$ cat src/rtl/core/kpvf_pkg.sv
`timescale 1ns / 1ps
// Shared types, constants and the micro-program of the Kalman filter.
package kpvf_pkg;

  localparam int RA_W = 5;
  localparam int PC_W = 7;

  typedef enum logic [3:0] {
    OP_LDC,
    OP_LDCFG,
    OP_LDZ,
    OP_ADD,
    OP_SUB,
    OP_MUL,
    OP_DIVDT,
    OP_RECIP,
    OP_OUT,
    OP_OUTC
  } op_t;

  typedef struct packed {
    op_t             op;
    logic [RA_W-1:0] dst;
    logic [RA_W-1:0] a;
    logic [RA_W-1:0] b;
    logic            last;
  } instr_t;

  typedef struct packed {
    logic   start;
    logic   load;
    instr_t instr;
  } cmd_t;

  typedef struct packed {
    logic done;
    logic meas_invalid;
    logic gap;
  } stat_t;

  typedef struct packed {
    logic [31:0] qpos;
    logic [31:0] qvel;
    logic [31:0] meas_noise;
    logic [31:0] fade;
  } cfg_t;

  typedef enum logic [1:0] {
    S_IDLE,
    S_DECIDE,
    S_ISSUE,
    S_WAIT
  } ctrl_state_t;

  // Configuration register indexes.
  localparam logic [1:0] CIDX_QPOS = 2'd0;
  localparam logic [1:0] CIDX_QVEL = 2'd1;
  localparam logic [1:0] CIDX_MEAS = 2'd2;
  localparam logic [1:0] CIDX_FADE = 2'd3;

  // Constant selectors for OP_LDC.
  localparam logic [RA_W-1:0] K_ZERO    = 5'd0;
  localparam logic [RA_W-1:0] K_ONE     = 5'd1;
  localparam logic [RA_W-1:0] K_HUNDRED = 5'd2;
  localparam logic [RA_W-1:0] K_QUARTER = 5'd3;
  localparam logic [RA_W-1:0] K_HALF    = 5'd4;

  // Register file addresses.
  localparam logic [RA_W-1:0] R_POS = 5'd0;
  localparam logic [RA_W-1:0] R_VEL = 5'd1;
  localparam logic [RA_W-1:0] R_PP = 5'd2;
  localparam logic [RA_W-1:0] R_PV = 5'd3;
  localparam logic [RA_W-1:0] R_VP = 5'd4;
  localparam logic [RA_W-1:0] R_VV = 5'd5;
  localparam logic [RA_W-1:0] R_NIS = 5'd6;
  localparam logic [RA_W-1:0] R_DT = 5'd7;
  localparam logic [RA_W-1:0] R_DT2 = 5'd8;
  localparam logic [RA_W-1:0] R_DT3 = 5'd9;
  localparam logic [RA_W-1:0] R_DT4 = 5'd10;
  localparam logic [RA_W-1:0] R_XPP = 5'd11;
  localparam logic [RA_W-1:0] R_QV = 5'd12;
  localparam logic [RA_W-1:0] R_QP = 5'd13;
  localparam logic [RA_W-1:0] R_Q00 = 5'd14;
  localparam logic [RA_W-1:0] R_Q01 = 5'd15;
  localparam logic [RA_W-1:0] R_Q11 = 5'd16;
  localparam logic [RA_W-1:0] R_F00 = 5'd17;
  localparam logic [RA_W-1:0] R_F01 = 5'd18;
  localparam logic [RA_W-1:0] R_ALPHA = 5'd19;
  localparam logic [RA_W-1:0] R_P00 = 5'd20;
  localparam logic [RA_W-1:0] R_P01 = 5'd21;
  localparam logic [RA_W-1:0] R_P10 = 5'd22;
  localparam logic [RA_W-1:0] R_P11 = 5'd23;
  localparam logic [RA_W-1:0] R_Y = 5'd24;
  localparam logic [RA_W-1:0] R_S = 5'd25;
  localparam logic [RA_W-1:0] R_INV = 5'd26;
  localparam logic [RA_W-1:0] R_K0 = 5'd27;
  localparam logic [RA_W-1:0] R_K1 = 5'd28;
  localparam logic [RA_W-1:0] R_T0 = 5'd29;
  localparam logic [RA_W-1:0] R_T1 = 5'd30;

  // Program segment entry points.
  localparam logic [PC_W-1:0] PC_RST = 7'd0;
  localparam logic [PC_W-1:0] PC_RST_LAST = 7'd6;
  localparam logic [PC_W-1:0] PC_HOLD = 7'd7;
  localparam logic [PC_W-1:0] PC_SEED = 7'd8;
  localparam logic [PC_W-1:0] PC_SEED_LAST = 7'd10;
  localparam logic [PC_W-1:0] PC_MAIN = 7'd11;

  localparam logic [15:0] LONG_GAP_TICKS = 16'd50000;
  localparam logic [16:0] MEAS_MAX_Q8 = 17'd128000;

  function automatic instr_t mk(input op_t op, input logic [RA_W-1:0] dst,
                                input logic [RA_W-1:0] a, input logic [RA_W-1:0] b,
                                input logic last);
    instr_t i;
    i.op = op;
    i.dst = dst;
    i.a = a;
    i.b = b;
    i.last = last;
    return i;
  endfunction

  function automatic instr_t prog_rom(input logic [PC_W-1:0] pc);
    instr_t i;
    case (pc)
      7'd0: i = mk(OP_LDC, R_POS, K_ZERO, R_POS, 1'b0);
      7'd1: i = mk(OP_LDC, R_VEL, K_ZERO, R_POS, 1'b0);
      7'd2: i = mk(OP_LDC, R_PP, K_HUNDRED, R_POS, 1'b0);
      7'd3: i = mk(OP_LDC, R_PV, K_ZERO, R_POS, 1'b0);
      7'd4: i = mk(OP_LDC, R_VP, K_ZERO, R_POS, 1'b0);
      7'd5: i = mk(OP_LDC, R_VV, K_HUNDRED, R_POS, 1'b0);
      7'd6: i = mk(OP_LDC, R_NIS, K_ZERO, R_POS, 1'b1);
      7'd7: i = mk(OP_OUT, R_POS, R_POS, R_NIS, 1'b1);
      7'd8: i = mk(OP_LDZ, R_POS, R_POS, R_POS, 1'b0);
      7'd9: i = mk(OP_LDC, R_VEL, K_ZERO, R_POS, 1'b0);
      7'd10: i = mk(OP_OUT, R_POS, R_POS, R_NIS, 1'b1);
      7'd11: i = mk(OP_DIVDT, R_DT, R_POS, R_POS, 1'b0);
      7'd12: i = mk(OP_MUL, R_DT2, R_DT, R_DT, 1'b0);
      7'd13: i = mk(OP_MUL, R_DT3, R_DT2, R_DT, 1'b0);
      7'd14: i = mk(OP_MUL, R_DT4, R_DT2, R_DT2, 1'b0);
      7'd15: i = mk(OP_MUL, R_T0, R_VEL, R_DT, 1'b0);
      7'd16: i = mk(OP_ADD, R_XPP, R_POS, R_T0, 1'b0);
      7'd17: i = mk(OP_LDCFG, R_QV, 5'(CIDX_QVEL), R_POS, 1'b0);
      7'd18: i = mk(OP_LDCFG, R_QP, 5'(CIDX_QPOS), R_POS, 1'b0);
      7'd19: i = mk(OP_MUL, R_T0, R_QV, R_DT4, 1'b0);
      7'd20: i = mk(OP_LDC, R_T1, K_QUARTER, R_POS, 1'b0);
      7'd21: i = mk(OP_MUL, R_T0, R_T0, R_T1, 1'b0);
      7'd22: i = mk(OP_MUL, R_T1, R_QP, R_DT, 1'b0);
      7'd23: i = mk(OP_ADD, R_Q00, R_T0, R_T1, 1'b0);
      7'd24: i = mk(OP_MUL, R_T0, R_QV, R_DT3, 1'b0);
      7'd25: i = mk(OP_LDC, R_T1, K_HALF, R_POS, 1'b0);
      7'd26: i = mk(OP_MUL, R_Q01, R_T0, R_T1, 1'b0);
      7'd27: i = mk(OP_MUL, R_T0, R_QV, R_DT2, 1'b0);
      7'd28: i = mk(OP_MUL, R_T1, R_QV, R_DT, 1'b0);
      7'd29: i = mk(OP_ADD, R_Q11, R_T0, R_T1, 1'b0);
      7'd30: i = mk(OP_MUL, R_T0, R_VP, R_DT, 1'b0);
      7'd31: i = mk(OP_ADD, R_F00, R_PP, R_T0, 1'b0);
      7'd32: i = mk(OP_MUL, R_T0, R_VV, R_DT, 1'b0);
      7'd33: i = mk(OP_ADD, R_F01, R_PV, R_T0, 1'b0);
      7'd34: i = mk(OP_LDCFG, R_ALPHA, 5'(CIDX_FADE), R_POS, 1'b0);
      7'd35: i = mk(OP_MUL, R_T0, R_F01, R_DT, 1'b0);
      7'd36: i = mk(OP_ADD, R_T0, R_F00, R_T0, 1'b0);
      7'd37: i = mk(OP_MUL, R_T0, R_T0, R_ALPHA, 1'b0);
      7'd38: i = mk(OP_ADD, R_P00, R_T0, R_Q00, 1'b0);
      7'd39: i = mk(OP_MUL, R_T0, R_F01, R_ALPHA, 1'b0);
      7'd40: i = mk(OP_ADD, R_P01, R_T0, R_Q01, 1'b0);
      7'd41: i = mk(OP_MUL, R_T0, R_VV, R_DT, 1'b0);
      7'd42: i = mk(OP_ADD, R_T0, R_VP, R_T0, 1'b0);
      7'd43: i = mk(OP_MUL, R_T0, R_T0, R_ALPHA, 1'b0);
      7'd44: i = mk(OP_ADD, R_P10, R_T0, R_Q01, 1'b0);
      7'd45: i = mk(OP_MUL, R_T0, R_VV, R_ALPHA, 1'b0);
      7'd46: i = mk(OP_ADD, R_P11, R_T0, R_Q11, 1'b0);
      7'd47: i = mk(OP_LDZ, R_T0, R_POS, R_POS, 1'b0);
      7'd48: i = mk(OP_SUB, R_Y, R_T0, R_XPP, 1'b0);
      7'd49: i = mk(OP_LDCFG, R_T1, 5'(CIDX_MEAS), R_POS, 1'b0);
      7'd50: i = mk(OP_ADD, R_S, R_P00, R_T1, 1'b0);
      7'd51: i = mk(OP_RECIP, R_INV, R_S, R_POS, 1'b0);
      7'd52: i = mk(OP_MUL, R_K0, R_P00, R_INV, 1'b0);
      7'd53: i = mk(OP_MUL, R_K1, R_P10, R_INV, 1'b0);
      7'd54: i = mk(OP_MUL, R_T0, R_K0, R_Y, 1'b0);
      7'd55: i = mk(OP_ADD, R_POS, R_XPP, R_T0, 1'b0);
      7'd56: i = mk(OP_MUL, R_T0, R_K1, R_Y, 1'b0);
      7'd57: i = mk(OP_ADD, R_VEL, R_VEL, R_T0, 1'b0);
      7'd58: i = mk(OP_LDC, R_T1, K_ONE, R_POS, 1'b0);
      7'd59: i = mk(OP_SUB, R_T0, R_T1, R_K0, 1'b0);
      7'd60: i = mk(OP_MUL, R_PP, R_T0, R_P00, 1'b0);
      7'd61: i = mk(OP_MUL, R_PV, R_T0, R_P01, 1'b0);
      7'd62: i = mk(OP_MUL, R_T1, R_K1, R_P00, 1'b0);
      7'd63: i = mk(OP_SUB, R_VP, R_P10, R_T1, 1'b0);
      7'd64: i = mk(OP_MUL, R_T1, R_K1, R_P01, 1'b0);
      7'd65: i = mk(OP_SUB, R_VV, R_P11, R_T1, 1'b0);
      7'd66: i = mk(OP_MUL, R_T0, R_Y, R_Y, 1'b0);
      7'd67: i = mk(OP_MUL, R_NIS, R_T0, R_INV, 1'b0);
      7'd68: i = mk(OP_OUTC, R_POS, R_POS, R_NIS, 1'b1);
      default: i = mk(OP_LDC, R_T1, K_ZERO, R_POS, 1'b1);
    endcase
    return i;
  endfunction

endpackage

$ cat src/rtl/core/kpvf_ctrl.sv
`timescale 1ns / 1ps
// Controller: sequences the micro-program after reset and for each accepted word.
module kpvf_ctrl import kpvf_pkg::*; (
  input  logic  clk,
  input  logic  rst_n,
  input  logic  in_tvalid,
  output logic  in_tready,
  input  stat_t st,
  output cmd_t  cmd
);

  ctrl_state_t     state_r, state_nxt;
  logic [PC_W-1:0] pc_r, pc_nxt;
  logic            first_r, first_nxt;
  logic            item_r, item_nxt;
  instr_t          cur;

  always_ff @(posedge clk) begin
    if (!rst_n) begin
      state_r <= S_ISSUE;
      pc_r    <= PC_RST;
      first_r <= 1'b1;
      item_r  <= 1'b0;
    end else begin
      state_r <= state_nxt;
      pc_r    <= pc_nxt;
      first_r <= first_nxt;
      item_r  <= item_nxt;
    end
  end

  always_comb begin
    cur       = prog_rom(pc_r);
    state_nxt = state_r;
    pc_nxt    = pc_r;
    first_nxt = first_r;
    item_nxt  = item_r;
    in_tready = 1'b0;
    cmd.start = 1'b0;
    cmd.load  = 1'b0;
    cmd.instr = cur;
    case (state_r)
      S_IDLE: begin
        in_tready = 1'b1;
        if (in_tvalid) begin
          cmd.load  = 1'b1;
          item_nxt  = 1'b1;
          state_nxt = S_DECIDE;
        end
      end
      S_DECIDE: begin
        state_nxt = S_ISSUE;
        if (st.meas_invalid) begin
          pc_nxt = PC_HOLD;
        end else if (st.gap) begin
          pc_nxt = PC_RST;
        end else if (first_r) begin
          pc_nxt = PC_SEED;
        end else begin
          pc_nxt = PC_MAIN;
        end
      end
      S_ISSUE: begin
        cmd.start = 1'b1;
        state_nxt = S_WAIT;
      end
      S_WAIT: begin
        if (st.done) begin
          if (!cur.last) begin
            pc_nxt    = pc_r + 7'd1;
            state_nxt = S_ISSUE;
          end else if (pc_r == PC_RST_LAST) begin
            first_nxt = 1'b1;
            if (item_r) begin
              pc_nxt    = PC_SEED;
              state_nxt = S_ISSUE;
            end else begin
              state_nxt = S_IDLE;
            end
          end else begin
            if (pc_r == PC_SEED_LAST) begin
              first_nxt = 1'b0;
            end
            item_nxt  = 1'b0;
            state_nxt = S_IDLE;
          end
        end
      end
      default: state_nxt = S_IDLE;
    endcase
  end

endmodule

$ cat config.mk
export PLATFORM = sky130hd
export DESIGN_NAME = kpvf_ctrl
export DESIGN_NICKNAME = d
export VERILOG_FILES = /design/src/rtl/core/kpvf_pkg.sv /design/src/rtl/core/kpvf_ctrl.sv
export SDC_FILE = /design/constraint.sdc
export NUM_CORES = 1
export LEC_CHECK = 0
export BUFFER_PORTS_ARGS = -buffer_cell sky130_fd_sc_hd__buf_2
export CAP_MARGIN = 20
export CELL_PAD_IN_SITES_DETAIL_PLACEMENT = 2
export CELL_PAD_IN_SITES_GLOBAL_PLACEMENT = 2
export CORE_MARGIN = 2
export CORE_UTILIZATION = 37
export DETAILED_ROUTE_END_ITERATION = 10
export HOLD_SLACK_MARGIN = 0.1
export PLACE_DENSITY_LB_ADDON = 0.25
export SLEW_MARGIN = 15
export SYNTH_ARGS = -nofsm -noshare
export SYNTH_HDL_FRONTEND = slang
export SYNTH_SLANG_ARGS = --single-unit
$ cat constraint.sdc
create_clock -name clk -period 7.5 [get_ports clk]
set_input_delay 1.125 -clock clk [delete_from_list [all_inputs] [get_ports clk]]
set_output_delay 1.125 -clock clk [all_outputs]
set_load 0.05 [all_outputs]
[Yosys cells after proc, flatten, opt, wreduce, memory -nomap -nowiden]
Memories as Yosys holds them, arrays and structs flattened. A register that Yosys moved wholly into a read port is not among the register bits.
Index checks and enable logic that the tools add are counted.
W data, S select, Z words.
Word-level totals
  ROM bits: 2560
  memories kept: 1
  flip-flop bits (word level): 11
  output and inout bits: 23
  logic and storage cells: 52
Cells by class
  add/subtract/negate cells: 1
  muxes and demuxes: 27
  eq/ne operators: 11
  reductions and logical operators: 8
Memory list
  (no name shown): depth 128, bits a word 20, read ports 1, clocked after memory_dff 1, wr ports 0, RTL line kpvf_pkg.sv:126  | case (pc)
Operator list (count)
  $mux W7: 6
  $pmux W7 S2: 1
  $mux W2: 6
  $mux W1: 10
  $mux W4: 2
  $ne A2 B2 Y1 const B: 4
  $pmux W2 S4: 1
  $reduce_and A4 Y1: 2
  $add A7 B1 Y7 const B: 1
  $eq A7 B3 Y1 const B: 1
  $eq A7 B4 Y1 const B: 1
  $ne A3 B3 Y1 const B: 2
  $reduce_bool A2 Y1: 3
  $reduce_and A5 Y1: 1
  $eq A2 B2 Y1 const B: 2
  $eq A2 B1 Y1 const B: 1
  $logic_not A2 Y1: 1
  $pmux W1 S2: 1
  $reduce_and A2 Y1: 1

[Depth between registers and ports, before layout]
  word-level depth: 7
  depth in mapped cells: 15

[Worst setup path before layout]
No wires, ideal clock.
  path kind: in2reg
  start: input st[2] in the netlist's numbering
  end: register, netlist name cur[3]
  data required time: 7380 ps
  path buffers: 2
  setup time: 120 ps
  arrival: 3477 ps
  stages on the path: 13
  setup slack: 3904 ps
  path through: nand2b_1 -> o311ai_0 -> o31ai_1 -> or2_1 -> inv_2 -> buf_1 -> ha_1 -> clkbuf_1 -> nand3_1 -> a32o_1 -> a31oi_1 -> a311oi_1 -> a211o_1
On the way
  cells in the longest elaborated chain, start to end: 4
Ends and longest elaborated chain
  start: declaration: RTL line kpvf_ctrl.sv:8  | input stat_t st,
  $ne A2 B2 Y1 (no source line)
  $reduce_and A4 Y1 (no source line)
  $mux W7 (no source line) (2 in a row)
Every way passes these cells.
A chain may end at the register's enable or synchronous reset.

[Worst setup path in the final report]
  start: register pc_r[1]
  end: register, netlist name cur[11]
On the way
  cells in the longest elaborated chain, start to end: 6
Ends and longest elaborated chain
  start: declaration: RTL line kpvf_ctrl.sv:13  | logic [PC_W-1:0] pc_r, pc_nxt;
  start signal: assignment: RTL line kpvf_ctrl.sv:26  | pc_r <= pc_nxt;
  $add A7 B1 Y7: RTL line kpvf_ctrl.sv:70  | pc_nxt = pc_r + 7'd1;
  $mux W7: RTL line kpvf_ctrl.sv:69  | if (!cur.last) begin
  $mux W7: RTL line kpvf_ctrl.sv:68  | if (st.done) begin
  $pmux W7 S2: RTL line kpvf_ctrl.sv:42  | case (state_r)
  $mux W7 (no source line) * (2 in a row)
Mark *: on every way between the ends. The rest lies on a longest branch, timed or not. The select of a mux whose other input is x is not followed.

==> results <==
- Traced cell by cell, the critical path runs through ha_1, nor4b_2, a21oi_1, o31ai_1, nor2_1, buf_4, inv_1, ha_1, nand4_1, o211ai_1, o31ai_1, a211oi_1, o22ai_1.
- At the end of routability-driven placement, the weighted congestion stood at 0.948.
- The final number of max-transition violations is 0.
- In the layout the commonest cells are 37 x o21ai_0, 34 x nand2_1, 33 x nor2_1, 33 x a21oi_1, 31 x dfxtp_1.
- The met3 wirelength from detailed routing is 1230 µm.
- The number of nets in the synthesized netlist is 447.
- The overall routed net length is 14800 µm.
- The critical path runs through a total of 13 cells.
- The detailed router placed 3834 vias in this run.
- The start point of the critical path is pc_r[1].
- The cell class contributing the biggest share of worst-path delay is compound AO/OA/AOI/OAI gates.
- The starting utilization of the core area is 0.380.
- Summing all placed instances gives a cell area of 3220 µm².
- The clock period could shrink to 4.67 ns.
- The worst-case IR drop observed on VDD is 0.0715 mV.
- The highest fanout seen on the critical path is 18.
- The worst register-to-register path ends at cur[11].
- The type of the worst setup path is reg2reg.
- The aggregate global-route resource usage is 0.336.
- The worst register-to-register path has a setup slack of 2.83 ns.
- In the final layout, the share of cells above drive strength 1 is 0.140.
- The most instantiated flip-flop cell in the synthesis netlist is dfxtp_1.
- The fmax is 214 MHz.
- Synthesis produced 432 cells.
- The number of antenna violations at the first check in global routing is 0.
- The critical path contains buffers and inverters numbering 2 combined.
- The first-pass GRT wire length is 22900 µm.
- Counting flops and latches in the post-synthesis netlist gives 31.
- The detailed router used layers up to and including met4.
- For this run, the slowest stage of the critical path takes 0.54 ns.
- Entering global routing, the biggest net connects 41 pins.
- The HPWL after detailed placement is 9980 µm.
- The horizontal extent of the die is 95.6 µm.
- The highest-delay cell along the critical path is ha_1.
- The I/O pin total is 29.
- The port buffer count is 28.
- The clock skew is 0.00740 ns.
- The via count of the first global-routing pass is 3929.
- The worst hold path belongs to the class reg2reg.
- The count of unique library cells instantiated by Yosys is 72.
- The die covers 9140 µm².
- The kind of launch point of the worst setup path is a flip-flop.
- The core area is 8180 µm².
- The iteration-0 DRC count of the detailed router is 311.
- Clock latency on the worst-skew pair, taken at its later pin, is 0.31 ns.
- Setup violations remaining at the end of the flow were counted as 0.
- On the final layout, the worst hold slack is 0.564 ns.
- The count of buffers added by post-CTS timing repair for setup is 0.
- In this run the critical register-to-register path is launched from pc_r[1].
- The required time reported for the critical path endpoint is 7.66 ns.
- The category of the worst setup path capture point is a flip-flop.
- The number of buffers inserted by hold repair at cts is 0.
- The number of antenna diodes in the final layout is 0.
- In this run the remaining antenna-violating nets after routing total 0.
- The final design utilization is 0.409.
- The tool flagged a number of max-cap violations equal to 0.
- The share of the Yosys chip area taken by registers is 0.200.
- For this run, design rule violations remaining after detail routing come to 0.
- The tree built by TritonCTS fans out to 31 sinks.
- Measured in cells, the most critical reg-to-reg path has a length of 13.
- Including well taps, the total number of placed cells is 527.
- Setup repair after global routing left no endpoint under its margin.
- The count of yosys warnings during synthesis is 0.
- At the pin with the least slew margin, the transition time is 1.17 ns.
- The number of CTS-inserted buffers is 5.
- The clock passes through at most 2 buffers.
- After detailed routing, the average wire length per cell comes to 27.6 µm.
- The clock tree synthesis step divided the H-tree into 2 levels.
- Of all flip-flops after synthesis, the portion carrying an async set or reset was 0.
- The average via count per standard cell is 7.17.
- The root buffer selected by CTS is clkbuf_8.
- TritonCTS built the clock tree.
- After the last flow step, the layout net total stands at 444.
- The clock-pin slew on the worst setup and hold paths is 0.08 ns.
- The floorplan die height is 95.6 µm.
- In this run the core area contains 33 standard-cell rows.
- The number of resized instances in the post-cts repair step is 0.
- The number of hold violations in the final report is 0.
- After routing the design area is 3340 µm².
- The met1 wire length is 6130 µm.
- Relative to the synthesized area, the layout overhead comes to 7.61%.
- The critical path data arrival time is 4.83 ns.
- For this design the static power due to leakage is 1.24 nW.
- In this run the worst setup path terminates at cur[11].
- The final total negative setup slack is 0 ns.
- The final non-filler cell total is 535.
- Summed over all layers, the global routing overflow is 0.
- Detailed routing placed a total of 6750 µm of wire on met2.
- The run finished with clean final reports.
- Dividing total power by cell area gives a power density of 165 nW/µm².
- The number of enable flip-flop cells after synthesis is 0.
- The worst slew margin relative to its limit is 0.212.
- The library cell used most frequently in the layout, excluding fill and tap cells, is o21ai_0.
- The average cell area after synthesis is 7.19 µm².
- The first detailed-routing pass took 5 iterations.
- The summed instance area of the synthesized netlist is 3110 µm².
- The final clock period utilization by the worst path is 0.623.
==> sequential cells by signal, indices dropped and copies added (netlist names) <==
name / flops
cur: 20
state_r: 2
item_r: 1
first_r: 1
pc_r: 7
==> cell usage after synthesis (2+ instances only) <==
cell | number | area, µm²
clkbuf_1 | 22 | 82.6
o311ai_0 | 5 | 43.8
o31ai_1 | 8 | 60.1
a21o_1 | 3 | 22.5
nor3b_1 | 3 | 22.5
mux2i_1 | 7 | 70.1
a31oi_1 | 12 | 75.1
a22oi_1 | 2 | 15.0
nor3_1 | 18 | 90.1
a2bb2oi_1 | 3 | 26.3
o211ai_1 | 11 | 82.6
inv_2 | 5 | 18.8
o21a_1 | 5 | 37.5
buf_2 | 16 | 80.1
a211oi_1 | 10 | 75.1
o22ai_1 | 3 | 18.8
or3_1 | 3 | 18.8
a211o_1 | 5 | 43.8
inv_1 | 9 | 33.8
and2_1 | 3 | 18.8
nand2b_1 | 3 | 18.8
nor2b_1 | 2 | 12.5
or2_1 | 2 | 12.5
ha_1 | 9 | 113
a32o_1 | 6 | 60.1
nand3_1 | 18 | 90.1
a221oi_1 | 6 | 52.6
nand2_1 | 34 | 128
o21ai_1 | 3 | 15.0
a311oi_1 | 6 | 52.6
a21oi_1 | 33 | 165
o311ai_1 | 2 | 17.5
buf_1 | 3 | 11.3
o32ai_1 | 3 | 26.3
o221ai_1 | 5 | 43.8
nor2_1 | 33 | 124
dfxtp_1 | 31 | 621
a22o_1 | 2 | 17.5
mux2_2 | 3 | 33.8
o22a_1 | 3 | 26.3
o21ai_0 | 37 | 185
a221o_1 | 2 | 20.0
nand4_1 | 4 | 25.0
==> kinds of logic (layout without fill, tap and decap cells) <==
logic type,after synthesis,in the layout,synth area share
compound gates,186,186,0.417
simple gates,135,135,0.220
buf+inv,58,56,0.0806
flops,31,31,0.200
mux,11,11,0.0407
fa+ha+maj,9,9,0.0363
xor+xnor,2,2,0.00564
==> area by class of cell <==
cell class                      instances  area, µm²
Fill cell                             973       4830
Sequential cell                        31        621
Timing Repair Buffer                   34        185
Clock buffer                            6       82.6
Inverter                               14       52.6
Multi-Input combinational cell        343       2230
Clock inverter                          2       35.0
Tap cell                              105        131
==> layer usage <==
metal / vias up / track usage
li1: 1659 / -
met1: 1902 / 0.436
met2: 218 / 0.530
met3: 55 / 0.0640
met4: 0 / 0.169
met5: - / 0
==> worst min path at each step <==
stage	startpoint	to	slack (ns)	depth (start not counted)
finish	item_r	item_r	0.56	2
global route	item_r	item_r	0.61	2
CTS	item_r	item_r	0.57	2
detailed placement	item_r	item_r	0.55	2
global placement	item_r	item_r	0.53	2
floorplan	first_r	first_r	0.48	2
==> through the flow <==
| stage | setup WS (ns) | total power, mW |
|---|---|---|
| after floorplan | 3.90 | 0.307 |
| final | 2.83 | 0.550 |
| after global routing | 2.63 | 0.570 |
| after CTS | 3.04 | 0.544 |
| after global placement | 2.91 | 0.354 |
| after detailed placement | 2.80 | 0.359 |
==> tightest hold or removal path, stage by stage (launching register included) <==
cell and delay [ns]:
dfxtp_1 0.36, o21ai_0 0.09, a21oi_1 0.06
==> report_power, final <==
| group | internal [mW] | switching (mW) | leakage, nW |
|---|---|---|---|
| clock | 0.108 | 0.0805 | 0.0612 |
| sequential | 0.171 | 0.00700 | 0.252 |
| combinational | 0.0529 | 0.131 | 0.930 |
(Power assumes the default switching activity.)
